--- src/hw/rtl/vrt_pkg.sv ---
// Shared types and constants of the voxel ray traversal and edit block.
`timescale 1ns / 1ps
`default_nettype none
package vrt_pkg;

  localparam int VRT_GRID_X = 32;
  localparam int VRT_GRID_Y = 32;
  localparam int VRT_GRID_Z = 32;

  // Store address is x,y,z with five bits each
  localparam int VRT_COORD_W = 5;
  localparam int VRT_ADDR_W  = 3 * VRT_COORD_W;
  localparam int VRT_DEPTH   = 1 << VRT_ADDR_W;
  localparam int VRT_TYPE_W  = 4;

  localparam int VRT_POS_W   = 17;   // eye position, unsigned Q.10
  localparam int VRT_CELL_W  = 9;    // signed cell index during traversal
  localparam int VRT_RCP_W   = 29;   // floor(2^28 / |d|)
  localparam int VRT_T_W     = 48;   // crossing parameter, Q.24
  localparam int VRT_DT_W    = VRT_RCP_W + 10;
  localparam int VRT_STEP_W  = 7;
  localparam int VRT_EYE_W   = 12;

  localparam logic [VRT_T_W-1:0] VRT_T_MAX = {VRT_T_W{1'b1}};
  localparam logic [VRT_STEP_W-1:0] VRT_STEPS_RST = 7'd25;
  localparam logic [VRT_EYE_W-1:0]  VRT_EYE_RST   = 12'd1638;

  localparam logic [VRT_TYPE_W-1:0] VRT_AIR   = 4'd0;
  localparam logic [VRT_TYPE_W-1:0] VRT_WATER = 4'd7;

  typedef enum logic [1:0] {
    MODE_LOAD  = 2'd0,
    MODE_AIM   = 2'd1,
    MODE_BREAK = 2'd2,
    MODE_PLACE = 2'd3
  } vrt_mode_t;

  typedef enum logic [0:0] {
    CFG_MAX_STEPS  = 1'b0,
    CFG_EYE_HEIGHT = 1'b1
  } vrt_cfg_idx_t;

  // Commands from the controller to the datapath
  typedef struct packed {
    logic latch;
    logic clr_step;
    logic div_step;
    logic setup_step;
    logic rd_cur;
    logic eval_step;
    logic rec_hit;
    logic wr_load;
    logic wr_break;
    logic rd_bef;
    logic wr_place;
    logic out_load;
  } vrt_cmd_t;

  // Status from the datapath to the controller
  typedef struct packed {
    logic      clr_last;
    logic      div_last;
    logic      setup_last;
    logic      steps_left;
    logic      hit_now;
    vrt_mode_t mode;
  } vrt_sts_t;

endpackage
`default_nettype wire

--- src/hw/rtl/vrt_ctrl.sv ---
// Controller: sequences clearing, setup, traversal, edits and result hand-off.
`timescale 1ns / 1ps
`default_nettype none
module vrt_ctrl
  import vrt_pkg::*;
(
  input  wire logic     clk,
  input  wire logic     rst_n,
  input  wire logic     in_tvalid,
  output logic          in_tready,
  output logic          out_tvalid,
  input  wire logic     out_tready,
  input  wire vrt_sts_t sts,
  output vrt_cmd_t      cmd
);

  typedef enum logic [10:0] {
    S_CLEAR  = 11'b00000000001,
    S_IDLE   = 11'b00000000010,
    S_LOAD   = 11'b00000000100,
    S_DIV    = 11'b00000001000,
    S_SETUP  = 11'b00000010000,
    S_CHECK  = 11'b00000100000,
    S_EVAL   = 11'b00001000000,
    S_POST   = 11'b00010000000,
    S_PLACE  = 11'b00100000000,
    S_FINISH = 11'b01000000000,
    S_SPARE  = 11'b10000000000
  } state_t;

  state_t state_r, state_nxt;
  logic   out_valid_r, out_valid_nxt;
  logic   slot_free;

  always_comb begin
    state_nxt = state_r;
    cmd       = '0;
    slot_free = !out_valid_r || out_tready;
    in_tready = (state_r == S_IDLE);
    case (state_r)
      S_CLEAR: begin
        cmd.clr_step = 1'b1;
        if (sts.clr_last) state_nxt = S_IDLE;
      end
      S_IDLE: begin
        if (in_tvalid) begin
          cmd.latch = 1'b1;
          state_nxt = S_DIV;
        end
      end
      S_DIV: begin
        // Load requests skip the ray entirely
        if (sts.mode == MODE_LOAD) begin
          state_nxt = S_LOAD;
        end else begin
          cmd.div_step = 1'b1;
          if (sts.div_last) state_nxt = S_SETUP;
        end
      end
      S_LOAD: begin
        cmd.wr_load = 1'b1;
        state_nxt   = S_FINISH;
      end
      S_SETUP: begin
        cmd.setup_step = 1'b1;
        if (sts.setup_last) state_nxt = S_CHECK;
      end
      S_CHECK: begin
        if (sts.steps_left) begin
          cmd.rd_cur = 1'b1;
          state_nxt  = S_EVAL;
        end else begin
          state_nxt = S_FINISH;
        end
      end
      S_EVAL: begin
        if (sts.hit_now) begin
          cmd.rec_hit = 1'b1;
          state_nxt   = S_POST;
        end else begin
          cmd.eval_step = 1'b1;
          state_nxt     = S_CHECK;
        end
      end
      S_POST: begin
        case (sts.mode)
          MODE_BREAK: begin
            cmd.wr_break = 1'b1;
            state_nxt    = S_FINISH;
          end
          MODE_PLACE: begin
            cmd.rd_bef = 1'b1;
            state_nxt  = S_PLACE;
          end
          default: state_nxt = S_FINISH;
        endcase
      end
      S_PLACE: begin
        cmd.wr_place = 1'b1;
        state_nxt    = S_FINISH;
      end
      S_FINISH: begin
        if (slot_free) begin
          cmd.out_load = 1'b1;
          state_nxt    = S_IDLE;
        end
      end
      default: state_nxt = S_IDLE;
    endcase
    out_valid_nxt = cmd.out_load ? 1'b1 : (out_valid_r && !out_tready);
  end

  always_ff @(posedge clk) begin
    if (!rst_n) begin
      state_r     <= S_CLEAR;
      out_valid_r <= 1'b0;
    end else begin
      state_r     <= state_nxt;
      out_valid_r <= out_valid_nxt;
    end
  end

  assign out_tvalid = out_valid_r;

endmodule
`default_nettype wire

--- config.mk ---
export PLATFORM = sky130hd
export DESIGN_NAME = vrt_ctrl
export DESIGN_NICKNAME = d
export VERILOG_FILES = /design/src/hw/rtl/vrt_pkg.sv /design/src/hw/rtl/vrt_ctrl.sv
export SDC_FILE = /design/constraint.sdc
export NUM_CORES = 1
export LEC_CHECK = 0
export ABC_AREA = 1
export BUFFER_PORTS_ARGS = -buffer_cell sky130_fd_sc_hd__buf_2
export CORE_MARGIN = 2
export CORE_UTILIZATION = 50
export CTS_BUF_LIST = sky130_fd_sc_hd__clkbuf_4 sky130_fd_sc_hd__clkbuf_8 sky130_fd_sc_hd__clkbuf_16
export DETAILED_ROUTE_END_ITERATION = 16
export PLACE_DENSITY = 0.89
export SYNTH_ARGS = -nofsm -noshare
export SYNTH_HDL_FRONTEND = slang
export SYNTH_SLANG_ARGS = --single-unit
--- constraint.sdc ---
create_clock -name clk -period 2.1 [get_ports clk]
set_clock_uncertainty 0.2 [all_clocks]
set_input_delay 0.42 -clock clk [delete_from_list [all_inputs] [get_ports clk]]
set_output_delay 0.42 -clock clk [all_outputs]
set_load 0.02 [all_outputs]
==> qor.log <==
INFO  run_status     status=complete, but fails checks
INFO  run_status     violations=negative setup slack
INFO  cts            tritoncts=yes
INFO  cts            cts-root-buf=clkbuf_4
INFO  grt            use_met2=0.394
INFO  grt            grt_met3_usage=0.0400
INFO  route          drcViolationCount=0
INFO  yosys          synthesis.instances=145
INFO  yosys          synth_top_family_by_area=simple AND/OR/NAND/NOR gates
INFO  route          vias=1128
INFO  yosys          synth_largest_type_area_fraction=0.260
INFO  yosys          synth_compound_area_frac=0.0575
INFO  floorplanning  ios=25
INFO  final_layout   final_nets=197
INFO  critical_path  critical_path.cell_chain=nor2_4 -> buf_6 -> inv_4 -> nor2_4 -> nand3_4 -> nor2_4 -> buf_6
INFO  sta            timing_hold_violations_final=0
INFO  critical_path  setup.worst_path.class=flip-flop to output pin
INFO  yosys          yosysWarningCount=0
INFO  yosys          adder_cell_share_of_the_synthesized_area=0
INFO  floorplanning  floorplan.rows=14
INFO  floorplanning  die_x=45.2µm
INFO  critical_path  crit_arrival=1.56ns
INFO  yosys          post_synth_num_cell_types=22
INFO  sta            finalCriticalPeriod=2.18ns
INFO  cts            ctsHtreeMaxLevel=1
INFO  grt            number_of_antenna_violations_at_the_first_check_in_global_routing=0
INFO  pwr            leakage_power=0.000710µW
INFO  final_layout   drive_above_1_share=0.405
INFO  floorplanning  floorplan.initialDensity=0.550
INFO  final_layout   area_delta_synth_final=48.5%
INFO  cts            tritoncts_num_sinks=11
INFO  placement      minimum_setup_slack_after_placement=0.160ns
INFO  sta            maxClockFrequency=458MHz
INFO  grt            grtUsageTotal=0.237
INFO  route          drtPass1Iterations=4
INFO  yosys          post_synthesis_mux_area_share=0
INFO  worst_hold_path worst_hold_path_type=input pin to flip-flop
INFO  critical_path  required=1.48ns
INFO  cts            clkSlewWorstSetupHoldPaths=0.09ns
INFO  floorplanning  floorplan.core_area=1540µm²
INFO  cts            cts_hold_buffers=0
INFO  critical_path  worst_path_dominant_cell_family=simple AND/OR/NAND/NOR gates
INFO  final_layout   final.fill_count=104
INFO  pwr            power_density=523nW/µm²
INFO  yosys          synthesis.area=848µm²
INFO  pwr            vdd.ir_drop.worst=431µV
INFO  yosys          netlist_top_cells_area=dfxtp_1 (26%), inv_1 (14%), nand2_1 (12%), nor2_1 (12%), nand3_1 (6.5%)
INFO  sta            final-setup-viol-count=9
INFO  job            cap_viol_max_count=0
INFO  sta            max-slew-margin-rel=0.743
INFO  grt            wire_length_of_the_first_global_routing_pass=3620µm
INFO  yosys          post_synth_and_or_nand_nor_area_fraction=0.531
INFO  yosys          synth_top_cell_by_area=dfxtp_1
INFO  critical_path  worst_setup_path_end_kind=output pin
INFO  yosys          synthesis.area_per_instance=5.85µm²
INFO  grt            gr-max-usage-layer=met2
INFO  sta            max_slew_vio_count=0
INFO  yosys          ys_seq_elements=11
INFO  critical_path  cp.buffers_inverters=3
INFO  grt            grt_pass1_vias=879
INFO  critical_path  path_common_cell=nor2_4
INFO  cts            clk-insertion-delay-late=0.28ns
INFO  route          drt_wl_total=2960µm
INFO  sta            post_route_worst_setup_slack=-0.0843ns
INFO  route          via_density_per_instance=5.61
INFO  route          drt_first_iter_violations=45
INFO  placement      port-buffer-count=24
INFO  sta            worst_tran_pin_value=0.385ns
INFO  critical_path  timing.critical_path.slowest_stage_cell=dfxtp_2
INFO  cts            clock_path_buffers=2
INFO  route          drt.antenna.violating_nets=0
INFO  floorplanning  floorplan.die.height=45.2µm
INFO  yosys          synth_fp_nets=156
INFO  route          wl_per_cell=14.7µm
INFO  sta            post-route-period-util=1.04
INFO  critical_path  critPathLaunchType=flip-flop
INFO  placement      detailedPlacementHpwl=1600µm
INFO  grt            largest_net_degree_at_the_start_of_global_routing=12
INFO  placement      routabilityCongestion=0.875
INFO  yosys          synth-xor-area-share=0
INFO  grt            overflow=0
INFO  grt            globalRouteMet1Util=0.294
INFO  cts            cts-buffers-inserted=3
INFO  yosys          synth.yosys.seq_area_share=0.260
INFO  final_layout   final_core_util=0.817
INFO  floorplanning  die-area=2040µm²
INFO  final_layout   antenna-diode-count=0
INFO  sta            rsz0062_at_grt=yes
INFO  critical_path  crit_path_max_fanout=5
INFO  critical_path  cp_slowest_stage_delay=0.36ns
[final timing paths]
path                            from                      end  slack, ns  cells past startpoint
max          state_r[8]$_SDFFE_PN0P_                   cmd[9]      -0.08                      7
min                       out_tready    out_tvalid$_SDFF_PN0_       0.24                      4
max reg2reg  state_r[3]$_SDFFE_PN0P_  state_r[8]$_SDFFE_PN0P_       0.14                     12
min reg2reg    out_tvalid$_SDFF_PN0_    out_tvalid$_SDFF_PN0_       0.39                      4
[sequential cells by signal, summed over array words and instances, names as in the netlist]
register	cells
out_tvalid	1
state_r	10
[worst reg2reg max path, delay by kind of cell, from the launching register on]
kind	cells	cell delay, ns
AND/OR/NAND/NOR	8	0.80
buffers and inverters	4	0.48
flip-flops	1	0.44
[stage by stage]
stage               power (µW)  instance area [µm²]  cells  setup TNS, ns  hold WS [ns]
finish                     658                 1260    201         -0.462         0.239
global route               683                 1260    201          -1.14         0.264
CTS                        563                 1050    191        -0.0436         0.237
detailed placement         400                  983    184              0         0.378
global placement           394                  983    184              0         0.349
floorplan                  357                  848    145              0         0.355
[cell families after synthesis]
group,count (synthesis)
DFF,11
AOI/OAI and AO/OA,8
and+or+nand+nor,92
buffers and inverters,34
[cell usage after synthesis (all sizes together)]
library cell	instances
a21boi	1
a21oi	2
buf	1
dfxtp	11
inv	33
nand2	30
nand3	14
nand3b	1
nand4	6
nor2	35
nor3	4
nor3b	1
nor4	1
o211ai	1
o21ai	4
[area by class of cell]
cell class	count	area, µm²	share of cell area
clock buffer	4	30.0	0.0238
inverter	33	126	0.100
timing repair buffer	37	254	0.202
multi-input combinational	100	602	0.478
tap	16	20.0	0.0159
sequential	11	228	0.181
[power by group]
part           leakage (µW)  switching (µW)  internal (µW)
Clock             0.0000184            87.0           86.6
Combinational      0.000600             157           95.0
Sequential        0.0000915            13.0            220
[timing repair]
item,CTS,global route
pin swaps,1,12
setup endpoints to repair,5,12
setup buffers,3,10
gates resized for setup,6,39
endpoints found under the hold margin,0,0
[layout by cell type (no fill, tap or decap), types with 2 or more instances in the layout]
cell type,instances
inv_1,30
nand2_1,23
nor2_1,22
buf_4,20
buf_2,14
nor2_4,10
nand3_1,10
dfxtp_1,7
nand4_1,6
nand2_2,4
o21ai_0,4
clkbuf_4,4
nor2_2,3
nand2_4,3
nor3_1,3
buf_6,3
dfxtp_2,3
nand3_2,2
inv_2,2
nand3_4,2
[routing by layer]
| metal | part of all wire | vias up | routed length [µm] |
|---|---|---|---|
| li1 | - | 526 | - |
| met1 | 0.40 | 514 | 1170 |
| met2 | 0.49 | 70 | 1460 |
| met3 | 0.061 | 18 | 179 |
| met4 | 0.050 | 0 | 148 |
| met5 | 0 | - | 0 |
(Power assumes the default switching activity.)
